[src/rtl/core/crb_fifo.sv]
// small register queue used between the crb stages
// generic width and depth; no package dependencies
`timescale 1ns / 1ps

module crb_fifo #(
    parameter int WIDTH = 8,
    parameter int DEPTH = 4
) (
    input  logic                       clk,
    input  logic                       rst_n,
    input  logic                       push,
    input  logic [WIDTH-1:0]           din,
    output logic                       full,
    input  logic                       pop,
    output logic [WIDTH-1:0]           dout,
    output logic                       empty,
    output logic [$clog2(DEPTH+1)-1:0] count
);

    localparam int PW = (DEPTH > 1) ? $clog2(DEPTH) : 1;
    localparam int CW = $clog2(DEPTH + 1);

    logic [WIDTH-1:0] slot_reg [DEPTH];
    logic [PW-1:0]    wptr_reg, wptr_next;
    logic [PW-1:0]    rptr_reg, rptr_next;
    logic [CW-1:0]    count_reg, count_next;
    logic             do_push;
    logic             do_pop;

    assign full    = (count_reg == CW'(DEPTH));
    assign empty   = (count_reg == '0);
    assign count   = count_reg;
    assign dout    = slot_reg[rptr_reg];
    assign do_push = push && !full;
    assign do_pop  = pop && !empty;

    always_comb
    begin
        wptr_next  = wptr_reg;
        rptr_next  = rptr_reg;
        count_next = count_reg;
        if (do_push)
        begin
            wptr_next = (wptr_reg == PW'(DEPTH - 1)) ? '0 : wptr_reg + 1'b1;
        end
        if (do_pop)
        begin
            rptr_next = (rptr_reg == PW'(DEPTH - 1)) ? '0 : rptr_reg + 1'b1;
        end
        if (do_push && !do_pop)
        begin
            count_next = count_reg + 1'b1;
        end
        else if (do_pop && !do_push)
        begin
            count_next = count_reg - 1'b1;
        end
    end

    always_ff @(posedge clk or negedge rst_n)
    begin
        if (!rst_n)
        begin
            wptr_reg  <= '0;
            rptr_reg  <= '0;
            count_reg <= '0;
        end
        else
        begin
            wptr_reg  <= wptr_next;
            rptr_reg  <= rptr_next;
            count_reg <= count_next;
        end
    end

    always_ff @(posedge clk)
    begin
        if (do_push)
        begin
            slot_reg[wptr_reg] <= din;
        end
    end

endmodule

[config.mk]
export PLATFORM = sky130hd
export DESIGN_NAME = crb_fifo
export DESIGN_NICKNAME = d
export VERILOG_FILES = /design/src/rtl/core/crb_fifo.sv
export SDC_FILE = /design/constraint.sdc
export NUM_CORES = 1
export LEC_CHECK = 0
export BUFFER_PORTS_ARGS = -buffer_cell sky130_fd_sc_hd__buf_2
export CORE_MARGIN = 5
export CORE_UTILIZATION = 25
export CTS_BUF_LIST = sky130_fd_sc_hd__clkbuf_16
export DETAILED_ROUTE_END_ITERATION = 12
export PLACE_DENSITY = 0.38
export SLEW_MARGIN = 0
export SYNTH_ARGS = -nofsm -noshare
export SYNTH_HDL_FRONTEND = slang
export SYNTH_SLANG_ARGS = --single-unit
[constraint.sdc]
create_clock -name clk -period 2.95 [get_ports clk]
set_input_delay 0.295 -clock clk [delete_from_list [all_inputs] [get_ports clk]]
set_output_delay 0.295 -clock clk [all_outputs]
set_load 0.02 [all_outputs]
# After elaboration in Yosys (flattened, before gate mapping)
# Memories as Yosys holds them, arrays and structs flattened.
# Index checks and enable logic that the tools add are counted.
# W data, S select, Z words.
# totals
elab_cells,27
n_memories,1
input_bits,12
register_bits,7
mem_bits_rw,32
output_inout_bits,13
# memory_table
name,words,width,read_ports,rd_ports_with_merged_regs,wr,line_no,source
slot_reg,4,8,1,0,1,23,logic [WIDTH-1:0] slot_reg [DEPTH];
# op_classes
eq_ne,3
n_mux,6
addsub,4
n_reduce_logical,10
# ops
operator,count
$mux W3,2
$add A2 B1 Y2 const B,2
$eq A2 B2 Y1 const B,2
$logic_and A1 B1 Y1,4
$logic_not A1 Y1,4
$mux W2,2
$add A3 B1 Y3 const B,1
$eq A3 B3 Y1 const B,1
$logic_not A3 Y1,1
$sub A3 B1 Y3 const B,1
$mux W1,2
$reduce_bool A2 Y1,1

# Longest topological paths before layout
# Gate-level depths: netlist of the first run.
# logic_depth
ltp_word,7
ltp_mapped,9
depth_no_buf,8

# Worst setup path before layout of the first run
# No wires, ideal clock.
# synth_timing
kind,reg2reg
start,"register count_reg[0], in the netlist count[0]"
end,"register count_reg[2], in the netlist count[2]"
n_path_buf,0
synth_period_minus_slack_ps,2418
setup_ps,80
required_ps,2870
arrival_time_ps,2338
setup_slack_ps,532
path_stages_with_launch,9
cell_sequence,dfrtp_1 > nor3_1 > nand2b_4 > ha_1 > inv_1 > fa_1 > xor2_1 > nor2_1 > xor2_1
# synth_via
elab_chain_cells,6
word_cells_on_any_way,15
cone_classes,add/sub (2); eq/ne (1); mux (2); reduce/logical (10)
# synth_lines
item,line_no,source
"start, declared",26,"logic [CW-1:0] count_reg, count_next;"
"start signal, assigned",72,count_reg <= count_next;
$logic_not A3 Y1 (*),31,assign empty = (count_reg == '0);
via empty,16,"output logic empty,"
$logic_not A1 Y1 (*),35,assign do_pop = pop && !empty;
$logic_and A1 B1 Y1 (*),35,
$logic_not A1 Y1,50,if (do_push && !do_pop)
$logic_and A1 B1 Y1,50,
$mux W3 / $reduce_bool A2 Y1 (equally long branches),--,
# Mark *: on every way through the listed nets, which the timed path passes. The rest lies on a longest branch. The select of a mux whose other input is x is not followed.
# A chain may end at the register's enable or synchronous reset.

# Worst setup path in the final report of the first run
# layout_timing
start,register rptr_reg[0]
end,output dout[2]
# layout_via
elab_chain_cells,1
# layout_lines
item,line_no,source
"start, declared",25,"logic [PW-1:0] rptr_reg, rptr_next;"
"start signal, assigned",71,rptr_reg <= rptr_next;
$mem_v2 Z4 W8,--,
"end, declared",15,"output logic [WIDTH-1:0] dout,"
# No other way between the ends.

==> key figures, run 1 <==
CTS
  • Clock slew at reported path FFs: 0.06 ns
  • Clk_lat worst skew: 0.28 ns
  • Root Buffer: clkbuf_16
  • CTS tree: done
  • TritonCTS Buffers: 5
  • Clk sink count: 39
  • Setup bufs post-CTS: 0
  • CTS max path bufs: 2
  • H-tree levels: 2

Global routing
  • Gr busiest metal: met2
  • M1 GR Usage: 0.0854
  • First-pass GRT wire length: 4.75 mm
  • Grt total ovfl: 0
  • Vias in the first global route: 899
  • Gr usage total: 0.0767
  • Met2 usage: 0.132
  • Antenna violations before repair: 0
  • Met3 Resource Use GR: 0.0283
  • Largest net degree at the start of global routing: 13

Logic synthesis
  • Mean post-synth cell area: 20.5 µm²
  • Synthesis-stage register bit count: 39
  • Top cells by area, synth: edfxtp_1 (59%), mux4_2 (11%), dfrtp_1 (11%), ha_1 (4.6%), mux2_2 (2.1%)
  • Mapped Cells: 79
  • Most common library cells after synthesis: edfxtp_1 (32), mux4_2 (8), dfrtp_1 (7), ha_1 (6), and2_2 (4)
  • EDFF count, synth: 32
  • Ys flop type: edfxtp_1
  • Synth Area in Adders: 0.0587
  • Multiplexer share of the synthesized area: 0.151
  • Sequential share of the synthesized area: 0.701
  • Top-count cell post-synth: edfxtp_1
  • Yosys Warn Count: 0
  • Largest family of logic cells by synthesized area: multiplexers
  • Top cell type's share of synthesized area: 0.593
  • Yosys top cell by area: edfxtp_1
  • XOR/XNOR share of the synthesized area: 0.0162
  • Compound-Gate Fraction of Synth Area: 0
  • Mapped Area: 1620 µm²
  • Cell variety after synth: 19
  • Synthesized Nets: 98
  • FFs w/ async S/R, synth: 0.179
  • Post-Synth Simple-Gate Area: 0.0541

STA
  • Fmax: 481 MHz
  • Final worst slack: 0.873 ns
  • Slew Viols, Final: 0
  • Setup Skew: 0.00646 ns
  • Sum of negative setup slack: 0 ns
  • Fin. Hold Viols: 0
  • Final min period: 2.08 ns
  • Max_slew headroom: 0.589
  • RSZ-0062 raised after global routing: false
  • Fin Hold WS: 0.237 ns
  • Final setup violation count: 0
  • Final Cycle Share: 0.704
  • Measured slew at the worst slew-check pin: 0.617 ns

Routing
  • DR vias/cell: 4.17
  • Vias: 775
  • Routed wire length: 2.96 mm
  • DR iter-0 viols: 48
  • DR WL/cell: 15.9 µm
  • DR pass1 iterations: 4
  • DRT antenna net count: 0
  • DRC: 0

Placement
  • Final Wtd Congestion: 0.611
  • DP Wirelength: 2.06 mm
  • Dpl ws: 0.877 ns
  • Port bufs: 24

Pwr
  • VDD IR-drop max: 0.397 mV
  • Leakage power: 0.765 nW
  • Design Power: 2.27 mW
  • Pwr Density: 1120 nW/µm²

Floorplan
  • Core Rows: 29
  • Num ports: 25
  • Die height: 90.5 µm
  • DIE AREA: 8190 µm²
  • Die width: 90.5 µm
  • Core area: 6310 µm²
  • Initial Utilization: 0.257

Worst setup path
  • Crit path DAT: 1.78 ns
  • RR Endpoint: count[2]
  • Internal reg-to-reg setup slack: 0.89 ns
  • Critical Path RT: 2.65 ns
  • Critical R2R Launch: count[2]
  • Critical path type: flop to primary output
  • Crit end category: primary output
  • R2r worst-path depth: 8
  • Crit Path Max Fanout: 11
  • Startpoint types: flop
  • CP Launch Point: rptr_reg[0]

Min path
  • Cells on Worst Hold Path: 1
  • Worst Hold Endpoint: slot_reg[3][2]
  • HP Start: din[2]
  • Worst Hold Class: input pin to flop

Cells and area
  • Layout cells sized above 1: 0.468
  • Area delta synth->final: 24.4%
  • Diode count: 0
  • Reg area: 1140 µm²
  • Multi-input logic area: 453 µm²
  • Final net count: 127
  • Fill count: 637
  • Fin util: 0.319
  • Largest register FFs: 32

Run
  • Max_cap viols: 0

Run status
  • Run status: complete, no violations
[metal layers]
layer  wire [µm]  vias to the layer above
li1            -                      357
met1        1200                      401
met2        1590                       13
met3         125                        4
met4          48                        0
met5           0                        -
[worst max-delay path, cell delays in order, from the launching register on]
cell,delay (ns)
dfrtp_1,0.74
mux4_2,0.59
buf_2,0.18
[cell families (layout without fill, tap and decap cells)]
logic type	Yosys count	in the layout
flip-flops	39	39
multiplexers	13	13
AND/OR/NAND/NOR	11	11
adder cells (fa/ha/maj)	7	7
buffers and inverters	6	36
XOR/XNOR	3	3
[final cells by class]
class | instances | share of cell area
clock buffers | 5 | 0.0621
clock inverters | 3 | 0.0317
repair buffers | 25 | 0.0646
flip-flops and latches | 39 | 0.564
multi-input cells | 34 | 0.225
inverters | 3 | 0.00559
well taps | 77 | 0.0478
[report_power, final]
| part | switching [mW] | total [mW] | leakage, nW | internal [mW] |
|---|---|---|---|---|
| Combinational | 0.357 | 0.696 | 0.294 | 0.339 |
| Clock | 0.200 | 0.681 | 0.0952 | 0.481 |
| Sequential | 0.143 | 0.890 | 0.375 | 0.746 |
| Total | 0.700 | 2.27 | 0.765 | 1.57 |
[cells in the final DEF (no fill, tap or decap), types with 2 or more instances in the layout]
cell type,n
mux2_4,2
xor2_1,2
inv_1,4
dfrtp_1,7
ha_1,6
mux4_2,8
bufinv_16,2
clkbuf_16,5
buf_2,24
and2_2,4
edfxtp_1,32
nor2_1,3
mux2_2,3
[per-stage QoR]
| stage | instance area, µm² | instances |
|---|---|---|
| after floorplan | 1620 | 79 |
| after global placement | 1820 | 177 |
| after detailed placement | 1820 | 177 |
| after CTS | 2020 | 186 |
| after global routing | 2020 | 186 |
| final | 2020 | 186 |
[repair_timing]
item	in CTS	in global routing
setup endpoints to repair	0	0
gates resized for setup	0	0
endpoints found under the hold margin	7	0
hold buffers	1	0
[worst max-delay path by stage]
stage,end,slack (ns),cells after the start
2_1_floorplan,count[2],0.53,8
3_3_place_gp,count[2],0.91,8
3_5_place_dp,count[2],0.88,8
4_1_cts,dout[2],0.81,2
5_1_grt,count[2],0.74,8
6_report,dout[2],0.87,2
Note: power is estimated with default switching activity, not from simulation.
==> run 2, diff against run 1 <==
- PLACE_DENSITY: 0.38 -> 0.39
- clock period: 2.95 -> 1.8 ns (I/O delays scaled with it)
==> key figures, run 2 (synthesis gave the netlist of run 1 again) <==
Run status
  • Run status: complete, but fails checks
  • Violated checks: setup timing

Floorplan
  • Initial Utilization: 0.257
  • Core area: 6310 µm²
  • Num ports: 25
  • Core Rows: 29
  • DIE AREA: 8190 µm²
  • Die height: 90.5 µm
  • Die width: 90.5 µm

Global routing
  • Largest net degree at the start of global routing: 15
  • Grt total ovfl: 0
  • First-pass GRT wire length: 4.77 mm
  • Vias in the first global route: 913
  • Antenna violations before repair: 0
  • Gr usage total: 0.0776

Worst setup path
  • Crit path DAT: 1.97 ns
  • Critical path type: flop to flop
  • CP endpoint: count[1]
  • Crit end category: flop
  • RR Endpoint: count[1]
  • Critical Path RT: 1.97 ns
  • CP Launch Point: count[0]
  • Startpoint types: flop
  • Critical R2R Launch: count[0]
  • Crit Path Max Fanout: 3
  • R2r worst-path depth: 6
  • Internal reg-to-reg setup slack: -0.0001 ns

Cells and area
  • Final Non-Filler Cells: 197
  • Fill count: 629
  • Multi-input logic area: 488 µm²
  • Most frequent cells in the layout: edfxtp_1 (32), buf_2 (24), buf_4 (10), mux4_2 (8)
  • Area delta synth->final: 31.7%
  • Final net count: 138
  • Diode count: 0
  • Largest register FFs: 32
  • Fin util: 0.338
  • Most common cell after layout, fill and taps aside: edfxtp_1
  • Reg area: 1140 µm²
  • Layout cells sized above 1: 0.583
  • Design Area, Final: 2130 µm²

Routing
  • DRT antenna net count: 0
  • DR vias/cell: 4.17
  • DRC: 0
  • Vias: 821
  • DR WL/cell: 14.8 µm
  • Routed wire length: 2.92 mm
  • DR iter-0 viols: 19
  • DR pass1 iterations: 4

CTS
  • H-tree levels: 2
  • Clk_lat worst skew: 0.28 ns
  • Clk sink count: 39
  • Clock slew at reported path FFs: 0.06 ns
  • CTS max path bufs: 2
  • CTS tree: done
  • TritonCTS Buffers: 5
  • Root Buffer: clkbuf_16

Placement
  • DP Cell Count: 184
  • Placed instance area: 1910 µm²
  • Dpl ws: -0.0677 ns
  • Final Wtd Congestion: 0.696
  • Port bufs: 24
  • DP Wirelength: 2.08 mm

STA
  • Fin Hold WS: 0.117 ns
  • Final min period: 1.80 ns
  • Final setup violation count: 1
  • Setup Skew: 0.00566 ns
  • Fin. Hold Viols: 0
  • Measured slew at the worst slew-check pin: 0.488 ns
  • Final Cycle Share: 1.00
  • Fmax: 556 MHz
  • RSZ-0062 raised after global routing: true
  • Slew Viols, Final: 0
  • Sum of negative setup slack: -0.0000975 ns
  • Final worst slack: -0.0000975 ns
  • Max_slew headroom: 0.674

Run
  • Max_cap viols: 0

Pwr
  • Design Power: 3.85 mW
  • Pwr Density: 1800 nW/µm²
  • VDD IR-drop max: 1.01 mV
  • Leakage power: 0.821 nW

Min path
  • Worst Hold Class: input pin to flop
## run 2: worst min path at each step
stage,startpoint,endpoint,slack (ns),cells past startpoint
6_report,din[0],slot_reg[0][0],0.12,1
5_1_grt,din[2],slot_reg[1][2],0.11,1
4_1_cts,din[2],slot_reg[1][2],0.11,1
3_5_place_dp,rst_n,wptr_reg[1],0.03,1
3_3_place_gp,rst_n,wptr_reg[0],0.02,1
2_1_floorplan,rst_n,count[0],-0.12,0
## run 2: cell type report
type	count	share of cell area
clock inverter	3	0.0223
tap	77	0.0452
multi-input combinational	34	0.229
clock buffer	5	0.0587
sequential	39	0.534
timing repair buffer	36	0.106
inverter	3	0.00528
## run 2: routing by layer
layer | global-route usage | vias up | wire (µm)
met1 | 0.0892 | 411 | 1140
li1 | - | 381 | -
met2 | 0.125 | 23 | 1520
met5 | 0 | - | 0
met3 | 0.0367 | 6 | 200
met4 | 0.0298 | 0 | 53
## run 2: report_power, final
group | switching, mW | internal [mW]
clock network | 0.347 | 0.660
logic | 0.687 | 0.737
registers | 0.183 | 1.23
total | 1.22 | 2.63
## run 2: critical path: stages (launching register included)
cell and delay (ns):
dfrtp_2 0.44, nor3b_4 0.26, nor2b_4 0.08, ha_4 0.16, inv_2 0.05, fa_2 0.42, mux2_4 0.27
## run 2: timing repair
action                                  in CTS  in global routing
endpoints found under the setup margin       2                  7
buffers inserted                             2                  2
gates resized for setup                      2                  1
endpoints found under the hold margin        7                  0
pin swaps                                    5                  5
hold buffers                                 1                  0
