<file path="config.mk">
export PLATFORM = sky130hd
export DESIGN_NAME = crb_front
export DESIGN_NICKNAME = d
export VERILOG_FILES = /design/src/rtl/core/crb_pkg.sv /design/src/rtl/core/crb_front.sv
export SDC_FILE = /design/constraint.sdc
export NUM_CORES = 1
export LEC_CHECK = 0
export BUFFER_PORTS_ARGS = -buffer_cell sky130_fd_sc_hd__buf_2
export CORE_MARGIN = 5
export CORE_UTILIZATION = 55
export CTS_BUF_LIST = sky130_fd_sc_hd__clkbuf_8 sky130_fd_sc_hd__clkbuf_16
export CTS_CLUSTER_SIZE = 28
export DETAILED_ROUTE_END_ITERATION = 7
export MAX_ROUTING_LAYER = met4
export PLACE_DENSITY_LB_ADDON = 0.12
export SETUP_SLACK_MARGIN = 0.3
export SYNTH_ARGS = -nofsm -noshare
export SYNTH_HDL_FRONTEND = slang
export SYNTH_SLANG_ARGS = --single-unit
export TNS_END_PERCENT = 30
</file>
<file path="constraint.sdc">
create_clock -name clk -period 9.5 [get_ports clk]
set_input_delay 0.475 -clock clk [delete_from_list [all_inputs] [get_ports clk]]
set_output_delay 0.475 -clock clk [all_outputs]
set_load 0.1 [all_outputs]
</file>
<file path="src/rtl/core/crb_pkg.sv">
// package for the cigar reference-to-read-base block
// types, codes and constants shared by the crb front, back and top modules; no dependencies
`timescale 1ns / 1ps

package crb_pkg;

    localparam int MAX_READ_DEFAULT = 1024;
    localparam int ADDR_MAX_W       = 16;   // store address width at the largest read size
    localparam int REQ_DEPTH        = 4;
    localparam int OUT_DEPTH        = 4;
    localparam int OFFSET_W         = 31;

    // input commands
    localparam logic CMD_LOAD  = 1'b0;
    localparam logic CMD_CIGAR = 1'b1;

    // configuration register indexes
    localparam logic REG_TARGET_OFFSET = 1'b0;
    localparam logic REG_MARKER_MODE   = 1'b1;

    // result status codes
    localparam logic [1:0] STATUS_FOUND      = 2'd0;
    localparam logic [1:0] STATUS_DELETION   = 2'd1;
    localparam logic [1:0] STATUS_UNRESOLVED = 2'd2;
    localparam logic [1:0] STATUS_RANGE      = 2'd3;

    // ascii characters
    localparam logic [7:0] CH_ZERO  = 8'd48;
    localparam logic [7:0] CH_NINE  = 8'd57;
    localparam logic [7:0] CH_M     = 8'd77;
    localparam logic [7:0] CH_I     = 8'd73;
    localparam logic [7:0] CH_D     = 8'd68;
    localparam logic [7:0] CH_S     = 8'd83;
    localparam logic [7:0] CH_EQ    = 8'd61;
    localparam logic [7:0] CH_X     = 8'd88;
    localparam logic [7:0] CH_DASH  = 8'd45;

    typedef enum logic [2:0] {
        REQ_LOAD,
        REQ_LOOKUP,
        REQ_DELETION,
        REQ_UNRESOLVED,
        REQ_RANGE
    } crb_req_kind_t;

    typedef struct packed {
        crb_req_kind_t           kind;
        logic [ADDR_MAX_W-1:0]   addr;
        logic [7:0]              data;
        logic                    marker;
    } crb_req_t;

    typedef struct packed {
        logic       command;
        logic [7:0] data_byte;
        logic       last;
    } crb_in_t;

    typedef struct packed {
        logic [1:0] status;
        logic [7:0] base;
        logic [9:0] read_index;
        logic       mark;
    } crb_out_t;

endpackage

</file>
<file path="src/rtl/core/crb_front.sv">
// front stage: accepts items, parses cigar characters and tracks the alignment walk
// emits at most one store or result request per item into the request queue; uses crb_pkg
`timescale 1ns / 1ps

module crb_front #(
    parameter int MAX_READ = crb_pkg::MAX_READ_DEFAULT
) (
    input  logic                            clk,
    input  logic                            rst_n,
    input  logic                            push,
    output logic                            full,
    input  crb_pkg::crb_in_t                item,
    input  logic                            cfg_write,
    input  logic                            cfg_index,
    input  logic [crb_pkg::OFFSET_W-1:0]    cfg_data,
    output logic                            req_push,
    output crb_pkg::crb_req_t               req,
    input  logic                            req_full
);

    import crb_pkg::*;

    localparam int CW = $clog2(MAX_READ + 1);

    logic [OFFSET_W-1:0] target_offset_reg, target_offset_next;
    logic                marker_mode_reg, marker_mode_next;
    logic [CW-1:0]       load_count_reg, load_count_next;
    logic [15:0]         read_position_reg, read_position_next;
    logic signed [31:0]  countdown_reg, countdown_next;
    logic [15:0]         length_reg, length_next;
    logic                resolved_reg, resolved_next;

    logic                accept;
    logic                is_digit;
    logic                steps_both;
    logic                steps_read;
    logic                is_del;
    logic [19:0]         acc_ext;
    logic [19:0]         acc_sum;
    logic signed [31:0]  cd_new;
    logic [16:0]         rp_sum;
    logic [15:0]         rp_new;
    logic                resolve;
    logic signed [17:0]  idx;
    logic                in_range;

    assign full   = req_full;
    assign accept = push && !req_full;

    assign is_digit   = (item.data_byte >= CH_ZERO) && (item.data_byte <= CH_NINE);
    assign steps_both = (item.data_byte == CH_M) || (item.data_byte == CH_EQ)
                     || (item.data_byte == CH_X);
    assign steps_read = (item.data_byte == CH_I) || (item.data_byte == CH_S);
    assign is_del     = (item.data_byte == CH_D);

    // length * 10 + digit, saturated at 16 bits
    assign acc_ext = {4'b0, length_reg};
    assign acc_sum = (acc_ext << 3) + (acc_ext << 1) + {16'b0, item.data_byte[3:0]};

    assign cd_new = (steps_both || is_del)
                  ? countdown_reg - $signed({16'b0, length_reg}) : countdown_reg;
    assign rp_sum = {1'b0, read_position_reg} + ((steps_both || steps_read)
                  ? {1'b0, length_reg} : 17'd0);
    assign rp_new = rp_sum[16] ? 16'hffff : rp_sum[15:0];

    assign resolve = !is_digit && (cd_new[31] || (cd_new == 32'sd0));

    // overshoot pulls the index back; negative countdown is never below -65535
    assign idx = $signed({2'b0, rp_new}) - 18'sd1
               + (cd_new[31] ? $signed(cd_new[17:0]) : 18'sd0);
    assign in_range = !idx[17] && ({1'b0, idx[16:0]} < 18'(load_count_reg));

    always_comb
    begin
        target_offset_next = target_offset_reg;
        marker_mode_next   = marker_mode_reg;
        load_count_next    = load_count_reg;
        read_position_next = read_position_reg;
        countdown_next     = countdown_reg;
        length_next        = length_reg;
        resolved_next      = resolved_reg;
        req_push           = 1'b0;
        req                = '0;
        req.marker         = marker_mode_reg;

        if (accept)
        begin
            if (item.command == CMD_LOAD)
            begin
                if (load_count_reg < CW'(MAX_READ))
                begin
                    req_push        = 1'b1;
                    req.kind        = REQ_LOAD;
                    req.addr        = ADDR_MAX_W'(load_count_reg);
                    req.data        = item.data_byte;
                    load_count_next = load_count_reg + 1'b1;
                end
            end
            else
            begin
                if (!resolved_reg)
                begin
                    if (is_digit)
                    begin
                        length_next = (acc_sum > 20'hffff) ? 16'hffff : acc_sum[15:0];
                    end
                    else
                    begin
                        length_next        = '0;
                        countdown_next     = cd_new;
                        read_position_next = rp_new;
                    end
                    if (resolve)
                    begin
                        resolved_next = 1'b1;
                        req_push      = 1'b1;
                        if (is_del)
                        begin
                            req.kind = REQ_DELETION;
                        end
                        else if (in_range)
                        begin
                            req.kind = REQ_LOOKUP;
                            req.addr = idx[ADDR_MAX_W-1:0];
                        end
                        else
                        begin
                            req.kind = REQ_RANGE;
                        end
                    end
                    else if (item.last)
                    begin
                        req_push = 1'b1;
                        req.kind = REQ_UNRESOLVED;
                    end
                end
                if (item.last)
                begin
                    load_count_next    = '0;
                    read_position_next = '0;
                    countdown_next     = $signed({1'b0, target_offset_reg});
                    length_next        = '0;
                    resolved_next      = 1'b0;
                end
            end
        end

        if (cfg_write)
        begin
            case (cfg_index)
                REG_TARGET_OFFSET:
                begin
                    target_offset_next = cfg_data;
                    countdown_next     = $signed({1'b0, cfg_data});
                end
                REG_MARKER_MODE:
                begin
                    marker_mode_next = cfg_data[0];
                end
                default:
                begin
                    marker_mode_next = marker_mode_reg;
                end
            endcase
        end
    end

    always_ff @(posedge clk or negedge rst_n)
    begin
        if (!rst_n)
        begin
            target_offset_reg <= OFFSET_W'(1);
            marker_mode_reg   <= 1'b0;
            load_count_reg    <= '0;
            read_position_reg <= '0;
            countdown_reg     <= 32'sd1;
            length_reg        <= '0;
            resolved_reg      <= 1'b0;
        end
        else
        begin
            target_offset_reg <= target_offset_next;
            marker_mode_reg   <= marker_mode_next;
            load_count_reg    <= load_count_next;
            read_position_reg <= read_position_next;
            countdown_reg     <= countdown_next;
            length_reg        <= length_next;
            resolved_reg      <= resolved_next;
        end
    end

    a_last_clears: assert property (@(posedge clk) disable iff (!rst_n)
        accept && (item.command == CMD_CIGAR) && item.last && !cfg_write
        |=> !resolved_reg && (load_count_reg == '0) && (length_reg == '0))
        else $error("cigar state not cleared after last item");

    a_one_resolution: assert property (@(posedge clk) disable iff (!rst_n)
        req_push && (req.kind != REQ_LOAD) |-> !resolved_reg)
        else $error("result request issued after resolution");

    a_load_bound: assert property (@(posedge clk) disable iff (!rst_n)
        load_count_reg <= CW'(MAX_READ))
        else $error("load count past read store size");

    // an offset write may reload the countdown later, so only the moment of resolution
    a_resolved_countdown: assert property (@(posedge clk) disable iff (!rst_n)
        $rose(resolved_reg) |-> (countdown_reg[31] || (countdown_reg == 32'sd0)))
        else $error("resolved with positive countdown");

endmodule

</file>
# [After elaboration in Yosys (flattened, before gate mapping)]
# Cells that the tools add are included.
[classes] add_sub_neg=7 magnitude_cmp=5 eq_ne=9 n_mux=42 bitwise_logic=1 reduce_logical=21
[op_table] operator="$mux W32" count=8
[op_table] operator="$mux W16" count=12
[op_table] operator="$mux W19" count=3
[op_table] operator="$eq A8 B7 Y1 const B" count=5
[op_table] operator="$mux W11" count=3
[op_table] operator="$logic_not A32 Y1" count=1
[op_table] operator="$sub A32 B17 Y32" count=1
[op_table] operator="$mux W27" count=1
[op_table] operator="$add A19 B17 Y20" count=1
[op_table] operator="$add A20 B4 Y20" count=1
[op_table] operator="$gt A20 B16 Y1 const B" count=1
[op_table] operator="$add A17 B18 Y18" count=1
[op_table] operator="$mux W18" count=1
[op_table] operator="$add A16 B16 Y17" count=1
[op_table] operator="$lt A17 B11 Y1" count=1
[op_table] operator="$sub A16 B1 Y17 const B" count=1
[op_table] operator="$add A11 B1 Y11 const B" count=1
[op_table] operator="$lt A11 B11 Y1 const B" count=1
[op_table] operator="$mux W1" count=9
[op_table] operator="$mux W3" count=3
[op_table] operator="$eq A8 B6 Y1 const B" count=1
[op_table] operator="$ge A8 B6 Y1 const B" count=1
[op_table] operator="$le A8 B6 Y1 const B" count=1
[op_table] operator="$mux W8" count=1
[op_table] operator="other kinds (10)" count=25
[totals] ff_bits=108 inputBits=47 output_inout_bits=30 wordCells=92

# [Depth between registers and ports, before layout]
# Gate-level depths: netlist of run 1.
[depth] ltp_word=17 depth_mapped=36 ltp_nobuf=33

# [Worst setup path after synthesis of run 1]
# OpenSTA, ideal clock, no wires.
[synth_path] path_kind="input -> output" from="in item[8] (netlist name)" to="out req[19] (netlist name)" arrival_ns=8.908 required_time_ns=9.025 slack_ns=0.117 stages=31 n_path_buf=2 path_cell_list="and4bb_2 > and4_2 > a311oi_1 > nor2b_1 > ha_1 > fa_1 > a211oi_1 > o21ai_1 > a21o_1 > a21o_1 > clkbuf_1 > nor2_1 > ha_1 > and2_1 > a21o_1 > nand3_1 > ha_1 > o21a_1 > o31a_1 > o31ai_1 > nand2b_1 > a21o_1 > xor2_1 > ha_1 > a2111oi_0 > o211ai_1 > a31o_2 > a2111oi_0 > nand4_1 > clkbuf_8 > nor4b_2"
[synth_rtl] element="from (decl)" line="crb_front.sv:12" source="input crb_pkg::crb_in_t item,"
[synth_rtl] element="to (decl)" line="crb_front.sv:17" source="output crb_pkg::crb_req_t req,"

==> flow_summary.toml, run 1 <==
[final_layout]
largest_reg_flops = 32
syn2layout_area_growth_pct = 9.66
final_util = 0.616
drive_above_1_share = 0.117
fin_nets = 1580
antenna_cells = 0
n_fill_cell = 1800
layout_common_cells = "nand2_1 (195), nor2_1 (126), dfrtp_1 (106), o21ai_0 (92), ha_1 (92)"
instances_no_fill = 1706
layout_commonest_cell = "nand2_1"

[logic_synthesis]
synth_cells = 1404
synth_edf_count = 0
syn_avg_cell_area_um2 = 7.84
ys_seq_elements = 108
async_flop_share = 1.00
yosysUniqueCellTypes = 96
synth_top_flop_cell = "dfrtp_1"
yosysSeqAreaShare = 0.246
yosys_warnings = 0
netlist_area_mm2 = 0.0110

[timing]
max_slew_margin = 0.183
final-max-slew-violation-count = 0
holdWs_ns = 0.116
rsz0062_at_grt = "false"
hold_viol_final = 0
worstMarginPinSlew_ns = 1.22
fin_crit_ns = 8.78
finalSetupViolations = 0
setup-tns-final_ns = 0
timing.fmax_ghz = 0.114
fin_crit_sh = 0.925
skew_ns = 0.0161

[floorplanning]
die_area_mm2 = 0.0229
start_util = 0.562
die_y_um = 151
rows = 51
ios = 77
core-area_mm2 = 0.0196
dieWidth_um = 151

[global_routing]
grt_first_pass_wirelength_mm = 53.9
grt_max_degree = 64
track_usage = 0.305
grt_pass1_vias = 10137
antenna_found_initial = 0
grt-ovfl-total = 0

[detailed_routing]
routed_wl_mm = 33.9
avgViaCountPerCell = 6.43
wire_per_inst_um = 19.9
ant_nets = 0
drt_iter0_markers = 876
firstDrtPassIters = 5
vias = 10967
drc = 0

[clock_tree]
cts_buffer_depth = 2
cts_setup_buffers = 0
cts_buffers = 9
clk_latency_ns = 0.37
cts.sinks = 108
cts_tree = "done"
holdBufCountCts = 0
cts_root_buffer = "clkbuf_16"
cts_max_level = 3
clkTransAtPathRegs_ns = 0.08

[setup_path]
crit_type = "input port to output port"
worstRegToRegCells = 13
crit_arrival_ns = 8.31
crit_slowest_cell = "fa_1"
max_stage_delay_ns = 0.45
rr_endpoint = "resolved_reg$_DFFE_PN0P_"
endpoint_kind = "output port"
regToRegSetupSlack_ns = 4.42
crit_path_max_fanout = 13
crit_path_start_kind = "input port"
r2r_start = "length_reg[0]$_DFFE_PN0P_"
cp.required_ns = 9.03
cpMostUsedCell = "ha_1"

[placed_design]
dpl.cell_count = 1690
globalplace.congestion = 1.04
dp_hpwl_mm = 25.9
portBuffers = 71

[status]
status = "finished clean"

[pwr]
power_density_mw_per_mm2 = 119
leakagePower_nw = 5.42
ir_drop_mv = 0.0956

[flow_run]
maxCapViolations = 0

[hold_path]
min_path_type = "input port to asynchronous set/reset pin"
-- cells in the mapped netlist (11+ instances only) --
master,n,area (µm²)
o211ai_1,12,90.1
a211oi_1,20,150
nand2b_1,13,81.3
nand3_1,35,175
mux2i_1,19,190
and2_1,17,106
a21oi_1,82,410
a31oi_1,12,75.1
inv_1,57,214
nand2_1,195,732
nor3_1,37,185
and3_1,11,68.8
xnor2_1,33,289
o21a_1,15,113
or3_1,38,238
o221ai_1,21,184
or2_2,12,75.1
xor2_1,23,201
ha_1,92,1150
clkbuf_1,53,199
nor2_1,128,480
nand4_1,21,131
nor2b_1,12,75.1
a21o_1,30,225
o21ai_0,92,460
a221o_1,16,160
dfrtp_1,106,2650
-- cell families (layout without fill, tap and decap cells) --
| kind of cell | after synthesis | count (layout) | share of synthesized area |
|---|---|---|---|
| other cells | 1 | 5 | 0.000341 |
| flops | 108 | 108 | 0.246 |
| simple gates | 579 | 579 | 0.260 |
| xor+xnor | 56 | 56 | 0.0446 |
| buf+inv | 128 | 161 | 0.0506 |
| fa+ha+maj | 97 | 97 | 0.114 |
| mux | 22 | 22 | 0.0203 |
| compound gates | 413 | 413 | 0.265 |
-- layer usage --
metal / vias to the layer above / GRT usage / share of wire
met4: 0 / 0.106 / 0.032
met1: 5223 / 0.427 / 0.46
met5: - / - / 0
li1: 5275 / - / -
met3: 63 / 0.0431 / 0.070
met2: 406 / 0.455 / 0.44
-- report_power, final --
part | switching (W) | leakage (nW) | internal (W)
sequential | 0.0000597 | 1.40 | 0.000506
clock | 0.000211 | 0.150 | 0.000195
combinational | 0.000301 | 3.87 | 0.000164
total | 0.000572 | 5.42 | 0.000865
-- stage by stage --
step	area, µm²	setup WS (ns)	total power (W)
2_1_floorplan	11000	0.282	0.000896
3_3_place_gp	11700	0.608	0.00102
3_5_place_dp	11700	0.286	0.00102
4_1_cts	12000	0.403	0.00143
5_1_grt	12100	0.246	0.00151
6_report	12100	0.716	0.00144
-- layout make-up --
cell class / instances / area, µm² / share of cell area
inverters: 57 / 214 / 0.0177
well taps: 265 / 332 / 0.0275
clock buffers: 10 / 239 / 0.0198
clock inverters: 6 / 65.1 / 0.00539
multi-input cells: 1172 / 7850 / 0.650
repair buffers: 88 / 669 / 0.0555
flip-flops and latches: 108 / 2710 / 0.224
-- repair_timing --
action / in CTS / in global routing
hold endpoints to repair: 0 / 0
endpoints found under the setup margin: 1 / 13
gates resized for setup: 1 / 12
-- worst max-delay path: cells and delay by family --
family / cells / cell delay, ns
mux: 1 / 0.32
compound gates: 14 / 3.40
xor+xnor: 2 / 0.38
simple gates: 10 / 1.59
buf+inv: 3 / 0.60
fa+ha+maj: 5 / 1.52
-- how the worst max path moves through the flow --
stage	startpoint	end	slack, ns
2_1_floorplan	item[8]	req[25]	0.28
3_3_place_gp	item[8]	req[10]	0.61
3_5_place_dp	item[8]	req[10]	0.29
4_1_cts	item[8]	req[10]	0.40
5_1_grt	item[8]	req[10]	0.25
6_report	item[8]	req[25]	0.72
No activity file was read; power rests on OpenSTA's default activity.
==> run 2: changes to the inputs <==
--- a/config.mk
+++ b/config.mk
@@ -12,7 +12,7 @@
 export CTS_CLUSTER_SIZE = 28
 export DETAILED_ROUTE_END_ITERATION = 7
 export MAX_ROUTING_LAYER = met4
-export PLACE_DENSITY_LB_ADDON = 0.12
+export PLACE_DENSITY_LB_ADDON = 0.1
 export SETUP_SLACK_MARGIN = 0.3
 export SYNTH_ARGS = -nofsm -noshare
 export SYNTH_HDL_FRONTEND = slang
==> run 2 against run 1 <==
  * Cell count stayed put
  * Sequential share of layout area hardly changed
  * Combinational power hardly changed
  * Cell area hardly changed
  * First-iteration DRC count is 2.9% higher
  * Worst hold slack better by 0.013 ns
  * Critical path depth stayed put
  * Clock-buffer cell count is 1 lower
  * Routed wire length is 0.89% higher
  * Global-route usage is 0.50 points higher
  * Register-to-register slack worse by 0.06 ns
  * Non-clock buffer count stayed put
  * Critical path type unchanged
  * Largest power group unchanged
==> flow_summary.toml, run 2 (synthesis results as in run 1) <==
[status]
status = "finished clean"

[floorplanning]
dieWidth_um = 151
die_y_um = 151
core-area_mm2 = 0.0196
ios = 77
die_area_mm2 = 0.0229
start_util = 0.562
rows = 51

[timing]
timing.fmax_ghz = 0.114
holdWs_ns = 0.129
final-max-slew-violation-count = 0
fin_crit_sh = 0.920
setup-tns-final_ns = 0
rsz0062_at_grt = "false"
finalSetupViolations = 0
worstMarginPinSlew_ns = 1.21
max_slew_margin = 0.193
fin_crit_ns = 8.74
skew_ns = 0.0205
hold_viol_final = 0

[detailed_routing]
drc = 0
avgViaCountPerCell = 6.42
routed_wl_mm = 34.2
wire_per_inst_um = 20.0
ant_nets = 0
vias = 10947
firstDrtPassIters = 5
drt_iter0_markers = 901

[setup_path]
worstRegToRegCells = 13
max_stage_delay_ns = 0.46
cp.required_ns = 9.03
crit_path_start_kind = "input port"
endpoint_kind = "output port"
cpMostUsedCell = "ha_1"
rr_endpoint = "resolved_reg$_DFFE_PN0P_"
crit_path_max_fanout = 15
crit_arrival_ns = 8.26
crit_type = "input port to output port"
r2r_start = "length_reg[0]$_DFFE_PN0P_"
crit_slowest_cell = "fa_1"
regToRegSetupSlack_ns = 4.36

[clock_tree]
cts.sinks = 108
clkTransAtPathRegs_ns = 0.08
cts_max_level = 3
cts_buffer_depth = 2
cts_buffers = 9
cts_root_buffer = "clkbuf_16"
cts_tree = "done"
clk_latency_ns = 0.38

[final_layout]
fin_nets = 1580
syn2layout_area_growth_pct = 9.74
layout_common_cells = "nand2_1 (195), nor2_1 (126), dfrtp_1 (106), o21ai_0 (92), ha_1 (92)"
layout_commonest_cell = "nand2_1"
drive_above_1_share = 0.117
largest_reg_flops = 32
final_util = 0.617
antenna_cells = 0
final_area_mm2 = 0.0121

[placed_design]
placed_area_mm2 = 0.0117
globalplace.congestion = 1.01
dp_hpwl_mm = 26.1
portBuffers = 71

[global_routing]
grt_first_pass_wirelength_mm = 54.6
antenna_found_initial = 0
grt_max_degree = 62
grt-ovfl-total = 0
grt_pass1_vias = 10113
track_usage = 0.310

[pwr]
ir_drop_mv = 0.0804
power_density_mw_per_mm2 = 118
leakagePower_nw = 5.41

[hold_path]
min_path_type = "input port to asynchronous set/reset pin"

[flow_run]
maxCapViolations = 0
[run 2: cell type report]
type,instances,area (µm²)
Multi-Input combinational cell,1172,7860
Fill cell,1857,7510
Sequential cell,108,2710
Timing Repair Buffer,88,669
Tap cell,265,332
Clock buffer,9,225
Inverter,57,214
Clock inverter,7,75.1
[run 2: through the flow]
step | total power, W | cells | setup WS [ns]
2_1_floorplan | 0.000896 | 1408 | 0.282
3_3_place_gp | 0.00102 | 1689 | 0.374
3_5_place_dp | 0.00102 | 1689 | 0.219
4_1_cts | 0.00142 | 1705 | 0.322
5_1_grt | 0.00150 | 1706 | 0.268
6_report | 0.00143 | 1706 | 0.764
[run 2: layer usage]
metal	GRT usage	vias to the layer above	wire length, µm
li1	-	5265	-
met1	0.443	5203	15700
met2	0.453	414	14900
met3	0.0500	65	2580
met4	0.0947	0	1000
met5	-	-	0
[run 2: worst max-delay path, delay by kind of cell]
family	cells	cell delay, ns
fa+ha+maj	4	1.31
buf+inv	4	0.80
simple gates	10	1.70
compound gates	14	3.28
xor+xnor	2	0.38
mux	1	0.28
[run 2: worst max path at each step]
stage / from / endpoint / slack (ns) / cells past startpoint
after floorplan: item[8] / req[25] / 0.28 / 32
after global placement: item[8] / req[10] / 0.37 / 34
after detailed placement: item[8] / req[25] / 0.22 / 34
after CTS: item[8] / req[10] / 0.32 / 35
after global routing: item[8] / req[25] / 0.27 / 35
final: item[8] / req[25] / 0.76 / 35
[run 2: repair_timing]
| item | CTS | global route |
|---|---|---|
| buffers inserted | 0 | 1 |
| gates resized for setup | 2 | 14 |
| hold buffers | 0 | 0 |
| pin swaps | 0 | 1 |
| endpoints found under the setup margin | 2 | 13 |
[run 2: power by group]
part	total [W]	switching (W)	internal (W)
combinational	0.000467	0.000303	0.000164
clock	0.000397	0.000209	0.000188
sequential	0.000566	0.0000598	0.000506
total	0.00143	0.000572	0.000858
==> run 3: changes to the inputs <==
--- a/config.mk
+++ b/config.mk
@@ -12,7 +12,7 @@
 export CTS_CLUSTER_SIZE = 28
 export DETAILED_ROUTE_END_ITERATION = 7
 export MAX_ROUTING_LAYER = met4
-export PLACE_DENSITY_LB_ADDON = 0.1
+export PLACE_DENSITY = 0.74
 export SETUP_SLACK_MARGIN = 0.3
 export SYNTH_ARGS = -nofsm -noshare
 export SYNTH_HDL_FRONTEND = slang
==> run 3 against run 2 <==
  * Cell count is 0.12% lower
  * Die area unchanged
  * Non-clock buffer count decreased by 3
  * Worst setup slack worse by 0.022 ns
  * First-iteration DRC count is 1.6% lower
  * Routed wire length up 2.7%
  * Clock-buffer cell count unchanged
  * Via count up 0.15%
  * Combinational power hardly changed
  * Critical path type unchanged
  * Critical endpoint is now req[15]
  * Highest routed layer unchanged
==> flow_summary.toml, run 3 (synthesis results as in run 1) <==
[status]
status = "finished clean"

[setup_path]
crit_path_start_kind = "input port"
crit_slowest_cell = "a2111oi_4"
cp.required_ns = 9.03
max_stage_delay_ns = 0.52
r2r_start = "length_reg[0]$_DFFE_PN0P_"
cpMostUsedCell = "ha_1"
crit_arrival_ns = 8.28
crit_buf_inv = 5
crit_type = "input port to output port"
endpoint_kind = "output port"
crit_family = "compound AO/OA/AOI/OAI gates"
critPathLaunch = "item[5]"
crit_path_max_fanout = 15

[detailed_routing]
vias = 10963
drt_iter0_markers = 887
wire_per_inst_um = 20.6
ant_nets = 0
drc = 0
firstDrtPassIters = 5
routed_wl_mm = 35.1
avgViaCountPerCell = 6.43

[timing]
setup-tns-final_ns = 0
fin_crit_ns = 8.76
final-max-slew-violation-count = 0
fin_crit_sh = 0.922
holdWs_ns = 0.0659
worstMarginPinSlew_ns = 1.28
max_slew_margin = 0.146
hold_viol_final = 0
timing.fmax_ghz = 0.114
rsz0062_at_grt = "false"
finalSetupViolations = 0
skew_ns = 0.0145
setup_ws_ns = 0.742

[final_layout]
largest_reg_flops = 32
layout_common_cells = "nand2_1 (195), nor2_1 (126), dfrtp_1 (106), o21ai_0 (92), ha_1 (92)"
layout_commonest_cell = "nand2_1"
final_area_mm2 = 0.0121
fin_nets = 1577
syn2layout_area_growth_pct = 9.58
drive_above_1_share = 0.113
final_util = 0.616

[placed_design]
portBuffers = 71
dp_slack_ns = 0.182
placed_area_mm2 = 0.0117
dp_hpwl_mm = 27.0
globalplace.congestion = 0.994

[floorplanning]
dieWidth_um = 151
die_area_mm2 = 0.0229
die_y_um = 151
core-area_mm2 = 0.0196
start_util = 0.562
rows = 51
ios = 77

[clock_tree]
clk_latency_ns = 0.37
cts_tree = "done"
cts.sinks = 108
cts_max_level = 3
clkTransAtPathRegs_ns = 0.09
cts_root_buffer = "clkbuf_16"
cts_buffer_depth = 2
cts_buffers = 9

[global_routing]
grt_first_pass_wirelength_mm = 55.1
track_usage = 0.313
grt-ovfl-total = 0
grt_max_degree = 74
antenna_found_initial = 1
grt_pass1_vias = 10249

[pwr]
ir_drop_mv = 0.0878
leakagePower_nw = 5.41
power_density_mw_per_mm2 = 121

[flow_run]
maxCapViolations = 0

[hold_path]
min_path_type = "input port to asynchronous set/reset pin"
-- run 3: path summary, 6_finish.rpt --
| path | endpoint | slack, ns | cells past startpoint |
|---|---|---|---|
| setup / recovery | req[15] | 0.74 | 36 |
| hold reg to reg | target_offset_reg[11]$_DFFE_PN0P_ | 0.48 | 2 |
| setup reg to reg | resolved_reg$_DFFE_PN0P_ | 4.41 | 13 |
| max in group asynchronous | target_offset_reg[30]$_DFFE_PN0P_ | 8.10 | 2 |
| hold / removal | read_position_reg[6]$_DFFE_PN0P_ | 0.07 | 1 |
| min in group clk | target_offset_reg[18]$_DFFE_PN0P_ | 0.31 | 3 |
-- run 3: stage by stage --
stage | power (W) | instances
2_1_floorplan | 0.000896 | 1408
3_3_place_gp | 0.00103 | 1686
3_5_place_dp | 0.00103 | 1686
4_1_cts | 0.00144 | 1703
5_1_grt | 0.00152 | 1704
6_report | 0.00145 | 1704
-- run 3: power by group --
part           switching [W]  internal (W)  leakage, nW
clock network       0.000206      0.000211        0.153
registers          0.0000607      0.000506         1.40
logic               0.000306      0.000164         3.86
-- run 3: cell type report --
| cell class | instances | area [µm²] |
|---|---|---|
| multi-input combinational | 1172 | 7850 |
| fill | 1793 | 7530 |
| sequential | 108 | 2710 |
| timing repair buffer | 85 | 647 |
| tap | 265 | 332 |
| clock buffer | 9 | 225 |
| inverter | 57 | 214 |
| clock inverter | 7 | 86.3 |
| antenna | 1 | 2.50 |
-- run 3: what timing repair did --
item	in CTS	in global routing
pin swaps	1	0
hold buffers	0	0
gates resized for setup	1	12
setup buffers	1	0
endpoints found under the setup margin	8	13
-- run 3: worst register-to-register path, delay by kind of cell (launching register included) --
kind                     cells  cell delay [ns]
AO/OA/AOI/OAI                6             3.15
adder cells (fa/ha/maj)      2             0.63
flip-flops                   1             0.52
AND/OR/NAND/NOR              3             0.43
XOR/XNOR                     1             0.23
buffers and inverters        1             0.06
-- run 3: per-layer routing --
metal	vias to the layer above	track usage	wire, µm
met2	455	0.489	16000
li1	5258	-	-
met4	0	0.0907	1060
met3	68	0.0628	2940
met5	-	-	0
met1	5182	0.416	15100
